[src/ttlb_pkg.sv]
// Shared constants, transaction types and helper functions for the terminal line buffer.
package ttlb_pkg;

  localparam int STORED_LINES   = 32;
  localparam int CHARS_PER_LINE = 21;
  localparam int VIEW_LINES     = 10;

  localparam int LINE_W  = $clog2(STORED_LINES);
  localparam int COL_W   = $clog2(CHARS_PER_LINE + 1);
  localparam int CELLS   = STORED_LINES * CHARS_PER_LINE;
  localparam int ADDR_W  = $clog2(CELLS);
  localparam int RSUM_W  = ((LINE_W > 4) ? LINE_W : 4) + 1;

  localparam logic [7:0] CHAR_CR  = 8'h0D;
  localparam logic [7:0] CHAR_LF  = 8'h0A;
  localparam logic [7:0] CHAR_BEL = 8'h07;
  localparam logic [7:0] CHAR_BS  = 8'h08;

  localparam logic MODE_BYTE = 1'b0;
  localparam logic MODE_READ = 1'b1;

  typedef enum logic [2:0] {
    KIND_NONE   = 3'd0,
    KIND_DRAW   = 3'd1,
    KIND_REDRAW = 3'd2,
    KIND_BELL   = 3'd3,
    KIND_READ   = 3'd4
  } kind_t;

  typedef struct packed {
    logic       mode;
    logic [7:0] byte_in;
    logic [3:0] read_row;
    logic [4:0] read_col;
  } in_item_t;

  typedef struct packed {
    kind_t      kind;
    logic [7:0] glyph;
    logic [4:0] column;
    logic [3:0] row;
    logic [4:0] view_top;
    logic       cell_empty;
  } out_item_t;

  typedef struct packed {
    logic              wr_en;
    logic              rd_en;
    logic [ADDR_W-1:0] addr;
    logic [7:0]        wr_data;
  } cell_req_t;

  // Ring addition of two line numbers, each below STORED_LINES.
  function automatic logic [LINE_W-1:0] ring_add(logic [LINE_W:0] a, logic [LINE_W:0] b);
    logic [LINE_W+1:0] s;
    s = {1'b0, a} + {1'b0, b};
    if (s >= (LINE_W+2)'(STORED_LINES)) begin
      s = s - (LINE_W+2)'(STORED_LINES);
    end
    return s[LINE_W-1:0];
  endfunction

  function automatic logic [ADDR_W-1:0] cell_addr(logic [LINE_W-1:0] line,
                                                  logic [COL_W-1:0] col);
    logic [ADDR_W+LINE_W+COL_W-1:0] a;
    a = (ADDR_W+LINE_W+COL_W)'(line) * (ADDR_W+LINE_W+COL_W)'(CHARS_PER_LINE)
        + (ADDR_W+LINE_W+COL_W)'(col);
    return a[ADDR_W-1:0];
  endfunction

endpackage

[src/ttlb_ctrl.sv]
// Cursor, view top and line length state with the per-byte decision logic.
module ttlb_ctrl (
  input  logic                 clk,
  input  logic                 rst,
  input  logic                 accept,
  input  ttlb_pkg::in_item_t   item,
  output ttlb_pkg::cell_req_t  req,
  output ttlb_pkg::out_item_t  result
);
  import ttlb_pkg::*;

  logic [LINE_W-1:0] cur_line, cur_line_next;
  logic [COL_W-1:0]  cur_col, cur_col_next;
  logic [LINE_W-1:0] base, base_next;
  logic [LINE_W-1:0] vt, vt_next;

  // Two identical copies: one is looked up at the cursor line, the other at the read line.
  logic [COL_W-1:0]  len_cur [STORED_LINES];
  logic [COL_W-1:0]  len_rd  [STORED_LINES];

  logic              len_we;
  logic [LINE_W-1:0] len_wa;
  logic [COL_W-1:0]  len_wd;

  logic [LINE_W-1:0] phys_cur, phys_nxt, wphys, ln, target, rphys;
  logic [COL_W-1:0]  len_here, wcol, wlen, rlen;
  logic              at_last, wrap, redraw, in_range, empty;
  logic [RSUM_W-1:0] rsum;

  always_comb begin
    phys_cur = ring_add({1'b0, cur_line}, {1'b0, base});
    phys_nxt = ring_add({1'b0, phys_cur}, (LINE_W+1)'(1));
    at_last  = (cur_line == LINE_W'(STORED_LINES - 1));
    len_here = len_cur[phys_cur];
    wrap     = (cur_col >= COL_W'(CHARS_PER_LINE));

    // A write past the line end moves to a new line first; on the last line the
    // ring base steps and the freed slot becomes the new last line.
    ln    = (wrap && !at_last) ? cur_line + LINE_W'(1) : cur_line;
    wphys = wrap ? phys_nxt : phys_cur;
    wcol  = wrap ? '0 : cur_col;
    wlen  = wrap ? '0 : len_here;
    if (int'(ln) >= VIEW_LINES - 1) begin
      target = ln - LINE_W'(VIEW_LINES - 1);
    end else begin
      target = '0;
    end
    redraw = (wrap && at_last) || (target != vt);

    rsum     = RSUM_W'(vt) + RSUM_W'(item.read_row);
    in_range = (int'(item.read_row) < VIEW_LINES) && (rsum < RSUM_W'(STORED_LINES))
               && (int'(item.read_col) < CHARS_PER_LINE);
    rphys    = ring_add((LINE_W+1)'(rsum), {1'b0, base});
    rlen     = len_rd[rphys];
    empty    = !(in_range && ((COL_W+5)'(item.read_col) < (COL_W+5)'(rlen)));

    cur_line_next = cur_line;
    cur_col_next  = cur_col;
    base_next     = base;
    vt_next       = vt;
    len_we        = 1'b0;
    len_wa        = wphys;
    len_wd        = '0;
    req           = '0;
    result        = '0;
    result.kind   = KIND_NONE;

    if (item.mode == MODE_READ) begin
      req.rd_en         = accept && !empty;
      req.addr          = cell_addr(rphys, COL_W'(item.read_col));
      result.kind       = KIND_READ;
      result.column     = item.read_col;
      result.row        = item.read_row;
      result.cell_empty = empty;
    end else begin
      case (item.byte_in)
        CHAR_CR: begin
          cur_col_next = '0;
        end
        CHAR_LF: begin
          cur_col_next = '0;
          len_we       = 1'b1;
          len_wa       = phys_nxt;
          if (at_last) begin
            base_next   = ring_add({1'b0, base}, (LINE_W+1)'(1));
            result.kind = KIND_REDRAW;
          end else begin
            cur_line_next = cur_line + LINE_W'(1);
          end
        end
        CHAR_BEL: begin
          result.kind = KIND_BELL;
        end
        CHAR_BS: begin
          if (cur_col == '0) begin
            if (cur_line != '0) begin
              cur_line_next = cur_line - LINE_W'(1);
              cur_col_next  = COL_W'(CHARS_PER_LINE - 1);
            end
          end else begin
            cur_col_next = cur_col - COL_W'(1);
          end
        end
        default: begin
          if (wrap && at_last) begin
            base_next = ring_add({1'b0, base}, (LINE_W+1)'(1));
          end
          cur_line_next = ln;
          cur_col_next  = wcol + COL_W'(1);
          vt_next       = target;
          len_we        = 1'b1;
          len_wa        = wphys;
          len_wd        = (wcol == wlen) ? wcol + COL_W'(1) : wlen;
          req.wr_en     = accept;
          req.addr      = cell_addr(wphys, wcol);
          req.wr_data   = item.byte_in;
          if (redraw) begin
            result.kind = KIND_REDRAW;
          end else begin
            result.kind   = KIND_DRAW;
            result.glyph  = item.byte_in;
            result.column = 5'(wcol);
            result.row    = 4'(ln - vt);
          end
        end
      endcase
    end
    result.view_top = 5'(vt_next);
  end

  always_ff @(posedge clk) begin
    if (rst) begin
      cur_line <= '0;
      cur_col  <= '0;
      base     <= '0;
      vt       <= '0;
      for (int i = 0; i < STORED_LINES; i++) begin
        len_cur[i] <= '0;
        len_rd[i]  <= '0;
      end
    end else if (accept) begin
      cur_line <= cur_line_next;
      cur_col  <= cur_col_next;
      base     <= base_next;
      vt       <= vt_next;
      if (len_we) begin
        len_cur[len_wa] <= len_wd;
        len_rd[len_wa]  <= len_wd;
      end
    end
  end

endmodule

[config.mk]
export PLATFORM = sky130hd
export DESIGN_NAME = ttlb_ctrl
export DESIGN_NICKNAME = d
export VERILOG_FILES = /design/src/ttlb_pkg.sv /design/src/ttlb_ctrl.sv
export SDC_FILE = /design/constraint.sdc
export NUM_CORES = 1
export LEC_CHECK = 0
export ABC_AREA = 1
export BUFFER_PORTS_ARGS = -buffer_cell sky130_fd_sc_hd__buf_2
export CAP_MARGIN = 5
export CORE_ASPECT_RATIO = 1.5
export CORE_MARGIN = 2
export CORE_UTILIZATION = 45
export CTS_BUF_LIST = sky130_fd_sc_hd__clkbuf_8
export DETAILED_ROUTE_END_ITERATION = 10
export PLACE_DENSITY = 0.6
export SLEW_MARGIN = 5
export SYNTH_ARGS = -nofsm -noshare
export SYNTH_HDL_FRONTEND = slang
export SYNTH_SLANG_ARGS = --single-unit
[constraint.sdc]
create_clock -name clk -period 6.8 [get_ports clk]
set_input_delay 0.34 -clock clk [delete_from_list [all_inputs] [get_ports clk]]
set_output_delay 0.34 -clock clk [all_outputs]
set_load 0.03 [all_outputs]
==> results.toml <==
[drt]
antenna_left = 0
drt_iter0_markers = 976
vias_per_cell = 5.52
routed_wl_mm = 42.3
remaining_drc_errors = 0
wl_per_cell_um = 19.1
vias = 12200
firstDrtPassIters = 5

[setup_path]
r2r_cells = 19
r2r_start = "base[0]"
rr_endpoint = "len_rd[28][3]"
crit_slowest_cell = "fa_1"
crit_fanout = 12
reg2reg_setup_slack_ns = 1.66
crit_arrival_ns = 5.67
worstSetupPathType = "reg2out"
start_kind = "flip-flop"
worst_setup_path_end_kind = "primary output"
cp_data_required_time_ns = 6.46
crit_top_cell = "nand2_1"
critPathMaxStageDelay_ns = 0.54

[synthesis]
synthCells = 1795
ys_seq_area_share_pct = 38.6
synth-main-ff-cell = "edfxtp_1"
synth.distinct_cells = 50
synth_edf_count = 160
synth_fp_nets = 1910
yosysWarnings = 0
syn_area_mm2 = 0.0135
synth-seq-cells = 180
async_flop_share_pct = 0
syn_avg_cell_area_um2 = 7.51

[timing]
finalSetupViolations = 0
period_minus_slack_ns = 6.01
rsz0062_at_grt = "no"
hold_violations = 0
fin_ws_ns = 0.788
maxClockFrequency_mhz = 166
clock-skew-final_ns = 0.0131
max_slew_margin_pct = 23.5
tns_ns = 0
maxSlewViolCount = 0
finalCritPeriodShare_pct = 88.4
worst_pin_slew_ns = 1.15

[global_routing]
grt_pass1_vias = 12000
grt_remaining_overflow = 0
grt_max_degree = 81
grt_pass1_wl_mm = 65.8
antenna_found_initial = 1
grt_util_all_layers_pct = 27.3

[run]
maxCapViolations = 0

[placement]
dp_slack_ns = 1.33
dp_hpwl_mm = 30.4
place.gp.congestion = 0.904
port_buffers = 66
place_area_mm2 = 0.0141

[die]
die-height_um = 216
io_pins = 67
start_util_pct = 45.7
coreArea_mm2 = 0.0295
num_rows = 77
fp.dieArea_mm2 = 0.0314
die_w_um = 145

[power_and_ir_drop]
vdd_drop_max_mv = 0.155
power_density_mw_per_mm2 = 222
power.leakage_nw = 6.35
total_power_mw = 3.22

[worst_hold_path]
hold_start = "rst"
whs_path_depth = 2
hold_path_end = "base[0]"
hp-class = "in2reg"

[outcome]
outcome = "finished clean"

[finish]
fin_area_mm2 = 0.0145
multi_input_area_mm2 = 0.00723
fillers = 2939
seq_area_mm2 = 0.00520
fin_nets = 1922
final_util_pct = 49.2
drive_gt1_share_pct = 9.89
insertedDiodeCount = 0
synthToLayoutAreaGrowth_pct = 7.61

[clocking]
clk_pin_slew_ns = 0.10
cts_tree = "yes"
cts_hold_buf = 0
cts_buffer_depth = 2
postCtsResizedCells = 0
cts_root_buf = "clkbuf_8"
cts.sinks = 180
clkLatencyLatePin_ns = 0.51
postCtsSetupBuffers = 0
htreeDepth = 4
cts_buffers = 17
==> flip-flops by register name, summed over array words and instances, names as in the netlist <==
register and cells:
len_rd 155, cur_col 5, vt 5, base 5, len_cur 5, cur_line 5
==> metrics by stage <==
step           hold slack (ns)  cells
3_3_place_gp             0.528   2183
4_1_cts                  0.158   2215
2_1_floorplan            0.504   1795
3_5_place_dp             0.544   2183
5_1_grt                  0.194   2215
6_report                 0.193   2215
==> cells in the final DEF (no fill, tap or decap), drive strengths merged <==
master	netlist	layout
a32o	5	5
nor2	268	268
bufinv	0	3
nor4	2	2
o22ai	10	10
a211oi	1	1
fa	12	12
a31o	1	1
or2	5	5
buf	52	87
a31oi	3	3
o2111ai	1	1
a21oi	107	107
a21o	1	1
inv	175	177
nand3	117	117
o21a	15	15
and2	1	1
nand3b	2	2
a32oi	7	7
xor2	20	20
clkinv	1	6
edfxtp	160	160
o21ai	123	123
a41oi	3	3
nand4	15	15
xnor2	9	9
o211ai	28	28
clkinvlp	0	2
nor3	16	16
clkbuf	42	20
mux2	10	10
nand2	477	477
a22o	3	3
dfxtp	20	20
nand2b	1	1
ha	82	82
==> logic make-up (layout without fill, tap and decap cells) <==
kind of cell	Yosys count	in the layout	synth area share, %
and+or+nand+nor	904	904	27.9
xor gates and xnor gates	29	29	2.00
DFF	180	180	38.6
AOI/OAI and AO/OA	308	308	13.2
adders and majority gates	94	94	9.39
buffers and inverters	270	295	8.09
muxes	10	10	0.835
==> routing by layer <==
layer / up-vias / wire length [µm] / GRT usage (%)
met3: 129 / 2000 / 3.30
met1: 5685 / 15400 / 29.7
met4: 2 / 2540 / 15.9
li1: 5992 / - / -
met5: - / 14 / 0
met2: 418 / 22300 / 50.7
==> how the worst max path moves through the flow <==
stage / startpoint / depth (start not counted) / slack, ns / end
2_1_floorplan: item[5] / 23 / 1.34 / req[17]
3_3_place_gp: item[5] / 28 / 1.37 / req[17]
3_5_place_dp: cur_line[2] / 25 / 1.33 / req[17]
4_1_cts: cur_line[2] / 25 / 0.71 / req[17]
5_1_grt: cur_line[2] / 25 / 0.28 / req[17]
6_report: cur_line[2] / 25 / 0.79 / req[17]
==> report_power, final <==
group	internal [mW]	leakage (nW)	total [mW]	switching (mW)
Combinational	0.358	4.32	1.14	0.785
Clock	0.392	0.214	0.804	0.412
Sequential	1.24	1.82	1.27	0.0290
Total	1.99	6.35	3.22	1.23
==> area by class of cell <==
class / instances / area share, %
multi-input cells: 1345 / 49.9
clock buffers: 20 / 1.90
repair buffers: 87 / 3.36
clock inverters: 12 / 1.05
flip-flops and latches: 180 / 35.9
well taps: 395 / 3.41
inverters: 176 / 4.55
==> cell usage after synthesis (8+ instances only) <==
cell	count	area, µm²
nand3_1	111	556
xnor2_1	8	70.1
buf_1	9	33.8
edfxtp_1	160	4800
nand4_1	15	93.8
a21oi_1	107	536
dfxtp_1	20	400
nand2_1	472	1770
o21ai_0	112	561
inv_1	172	646
xor2_1	19	166
o21a_1	15	113
o211ai_1	28	210
clkbuf_1	42	158
mux2_2	10	113
buf_2	35	175
o21ai_1	8	40.0
nor2_1	257	965
ha_1	82	1030
nor3_1	9	45.0
fa_1	12	240
==> worst max-delay path: cells and delay by family, from the launching register on <==
kind / cells / cell delay, ns
flops: 1 / 0.53
xor+xnor: 2 / 0.23
simple gates: 7 / 1.00
compound gates: 7 / 1.15
buf+inv: 4 / 0.41
fa+ha+maj: 5 / 1.83
(Power assumes the default switching activity.)
